### src/design/temporal_shortest_path_engine_core_assert.svh
// assertion macros shared by the engine rtl
// no dependencies; define NO_ASSERTIONS to compile them out
`ifndef TEMPORAL_SHORTEST_PATH_ENGINE_CORE_ASSERT_SVH
`define TEMPORAL_SHORTEST_PATH_ENGINE_CORE_ASSERT_SVH
`ifndef NO_ASSERTIONS
`define TSPE_ASSERT(lbl, clk, rst, prop) \
  lbl: assert property (@(posedge clk) disable iff (rst) prop) else $error("tspe check failed");
`define TSPE_ASSERT_ALWAYS(lbl, clk, prop) \
  lbl: assert property (@(posedge clk) prop) else $error("tspe check failed");
`else
`define TSPE_ASSERT(lbl, clk, rst, prop)
`define TSPE_ASSERT_ALWAYS(lbl, clk, prop)
`endif
`endif

### src/design/tspe_pkg.sv
// types and constants for the temporal shortest path engine
// no dependencies
package tspe_pkg;

  localparam int TW = 24;
  localparam logic [TW-1:0] DIST_MAX = 24'hFFFFFF;

  localparam logic [1:0] MODE_EDGE  = 2'd0;
  localparam logic [1:0] MODE_READ  = 2'd1;
  localparam logic [1:0] MODE_CLEAR = 2'd2;
  localparam logic [1:0] MODE_NOP   = 2'd3;

  localparam logic [1:0] REG_SOURCE = 2'd0;
  localparam logic [1:0] REG_WSTART = 2'd1;
  localparam logic [1:0] REG_WEND   = 2'd2;

  typedef struct packed {
    logic [TW-1:0] cost;
    logic [TW-1:0] tm;
  } pair_t;

  typedef struct packed {
    logic old_dom;  // stored pair dominates candidate
    logic new_dom;  // candidate dominates stored pair
    logic later;    // stored arrival after candidate arrival
  } dom_t;

  typedef enum logic [4:0] {
    ST_CLR, ST_IDLE, ST_DEC, ST_LEN, ST_LEN2, ST_SC_RD, ST_SC_CHK, ST_INS,
    ST_SH_RD, ST_SH_CHK, ST_PUT, ST_LP_LEN, ST_LP_LEN2, ST_LP_RD, ST_LP_CHK,
    ST_LP_END, ST_BEST, ST_BEST2, ST_FIN, ST_OUT
  } state_t;

endpackage

### src/design/tspe_dom.sv
// shared pareto compare unit: dominance both ways and arrival order
// depends on tspe_pkg
module tspe_dom (
  input  tspe_pkg::pair_t entry,
  input  tspe_pkg::pair_t cand,
  output tspe_pkg::dom_t  res
);
  import tspe_pkg::*;

  always_comb begin
    res.old_dom = (entry.cost <= cand.cost) && (entry.tm <= cand.tm);
    res.new_dom = (cand.cost <= entry.cost) && (cand.tm <= entry.tm);
    res.later   = entry.tm > cand.tm;
  end

endmodule

### config.mk
export PLATFORM = sky130hd
export DESIGN_NAME = tspe_dom
export DESIGN_NICKNAME = d
export VERILOG_FILES = /design/src/design/temporal_shortest_path_engine_core_assert.svh /design/src/design/tspe_pkg.sv /design/src/design/tspe_dom.sv
export SDC_FILE = /design/constraint.sdc
export NUM_CORES = 1
export LEC_CHECK = 0
export ABC_AREA = 1
export BUFFER_PORTS_ARGS = -buffer_cell sky130_fd_sc_hd__buf_2
export CORE_MARGIN = 2
export CORE_UTILIZATION = 44
export DETAILED_ROUTE_END_ITERATION = 16
export PLACE_DENSITY = 0.86
export SYNTH_ARGS = -nofsm -noshare
export SYNTH_HDL_FRONTEND = slang
export SYNTH_SLANG_ARGS = --single-unit
export TNS_END_PERCENT = 20
### constraint.sdc
create_clock -name vclk -period 1.5
set_clock_uncertainty 0.05 [all_clocks]
set_input_delay 0.15 -clock vclk [all_inputs]
set_output_delay 0.15 -clock vclk [all_outputs]
set_load 0.02 [all_outputs]
==> summary.txt <==
Max-cap violation count: 0
Cell area after layout: 2620 µm²
Setup TNS: -0.185 ns
DR WL/cell: 12.1 µm
Sequential cell area: 0 µm²
Crit end category: output port
Leak pwr: 0.00148 µW
Area leader, netlist: ha_1
Vias after detailed routing: 1849
CORE AREA: 3030 µm²
Multi-input logic area: 1670 µm²
# DRC: 0
Worst VDD drop: 0.000182 V
Most frequent cells in the layout: 80 x buf_2, 58 x nand2_1, 47 x inv_1, 33 x ha_4, 25 x inv_2
Antenna violations before repair: 0
Post-Syn Area: 1400 µm²
Die area: 3640 µm²
Hold Buf Count CTS: 0
Sequential cell area fraction in the yosys report: 0%
Worst slack, placed: -0.107 ns
First-pass GRT wire length: 5930 µm
Routed Antenna Nets: 0
Final wirelength: 4650 µm
Period utilization: 107%
Final Hold Viols: 0
Startpoint types: input pin
Syn Inst Count: 241
Final Setup Violations: 3
TritonRoute pass-1 iters: 4
Pwr Density: 290 nW/µm²
Antenna diodes: 0
RSZ-0062 raised after global routing: yes
Ys Warns: 0
Layout net count: 487
Die width: 60.3 µm
Number of fill cells: 174
FP Rows: 20
Die Y: 60.3 µm
CLK BUF: 0
Share of cells above drive strength 1: 56.6%
Status: finished with violations
Crit-path max FO: 2
IO Port Bufs: 99
Crit path cell chain: buf_2, inv_1, ha_4, nand2_1, nand2_1, nand2_1, nand2_1, a21oi_2, nand3_2, nand2_1, nand2_1, inv_1, buf_6
Rel. slew slack: 88.8%
GP Congestion: 0.805
Post-DP HPWL: 2940 µm
Area share of the largest cell type after synthesis: 43.0%
Data arrival, critical path: 1.41 ns
Failing checks: negative setup slack
Crit path max-delay cell type: ha_4
Top cells by area, synth: ha_1 43%, nand2_1 20%, inv_1 20%
Yosys cell types: 11
Hold Crit Class: input pin to output port
Setup CP Type: input pin to output port
Num ports: 99
Vias/cell: 4.80
Initial Utilization: 46.1%
Commonest non-fill, non-tap cell in the layout: buf_2
Hold_ws: 0.889 ns
PnR worst setup slack: -0.107 ns
Gr ovfl total: 0
DRT iter0 DRCs: 40
Synth Area per Inst: 5.79 µm²
Sequential cells: 0
Synth-to-Final Area Change: 88.1%
Largest stage delay, worst path: 0.22 ns
FMAX: 622 MHz
Most frequent CP cell: nand2_1
Vias in the first global route: 1611
Worst-margin pin slew: 0.167 ns
Global Route Usage Sum: 20.7%
WP data required: 1.30 ns
Mapped Nets: 385
Pin count of the biggest net entering global routing: 4
Max-slew violations: 0
Min cycle time layout: 1.61 ns
DP Area: 1950 µm²
## per-stage QoR
| stage | instances | total power, µW | utilization (%) |
|---|---|---|---|
| floorplan | 241 | 285 | - |
| global placement | 384 | 456 | 64.3 |
| detailed placement | 384 | 473 | 64.3 |
| CTS | 385 | 593 | 74.2 |
| global route | 385 | 845 | 86.7 |
| finish | 385 | 761 | 86.7 |
## cell usage after synthesis
cell      n
a21o_1    4
a21oi_1  14
ha_1     48
inv_1    73
nand2_1  74
nand3_1   6
nand3_2   2
nand4_1   2
nor2_1   12
nor2_2    4
nor3_1    2
## critical path: cells and delay by family
kind | cells | cell delay, ns
AND/OR/NAND/NOR | 7 | 0.48
adder cells (fa/ha/maj) | 1 | 0.22
buffers and inverters | 4 | 0.37
AO/OA/AOI/OAI | 1 | 0.18
## worst paths after layout
| check | from | end | slack (ns) | cells past startpoint |
|---|---|---|---|---|
| max | entry[41] | res[1] | -0.11 | 13 |
| min | entry[23] | res[0] | 0.89 | 9 |
## power breakdown
part           internal [µW]  switching, µW  total (µW)  leakage [µW]
Sequential                 0              0           0             0
Combinational            389            372         761       0.00148
Clock                      0              0           0             0
Total                    389            372         761       0.00148
## area by class of cell
cell class / count / share of cell area, %
well taps: 44 / 2.10
inverters: 73 / 10.5
multi-input cells: 168 / 63.7
repair buffers: 100 / 23.7
## repair_timing
action,CTS,global route
buffers inserted,1,0
endpoints found under the setup margin,3,3
pin swaps,31,50
gates resized for setup,50,70
## routing by layer
layer	vias up	wire length (µm)	global-route usage, %
met3	22	262	1.52
li1	934	-	-
met4	0	173	3.17
met1	807	1620	20.8
met5	-	0	0
met2	86	2600	45.3
## cells by family (layout without fill, tap and decap cells)
| kind of cell | count (synthesis) | after routing | synth area share [%] |
|---|---|---|---|
| and+or+nand+nor | 102 | 102 | 30.1 |
| AOI/OAI and AO/OA | 18 | 18 | 7.18 |
| buffers and inverters | 73 | 173 | 19.6 |
| adders and majority gates | 48 | 48 | 43.0 |
No activity file was read; power rests on OpenSTA's default activity.
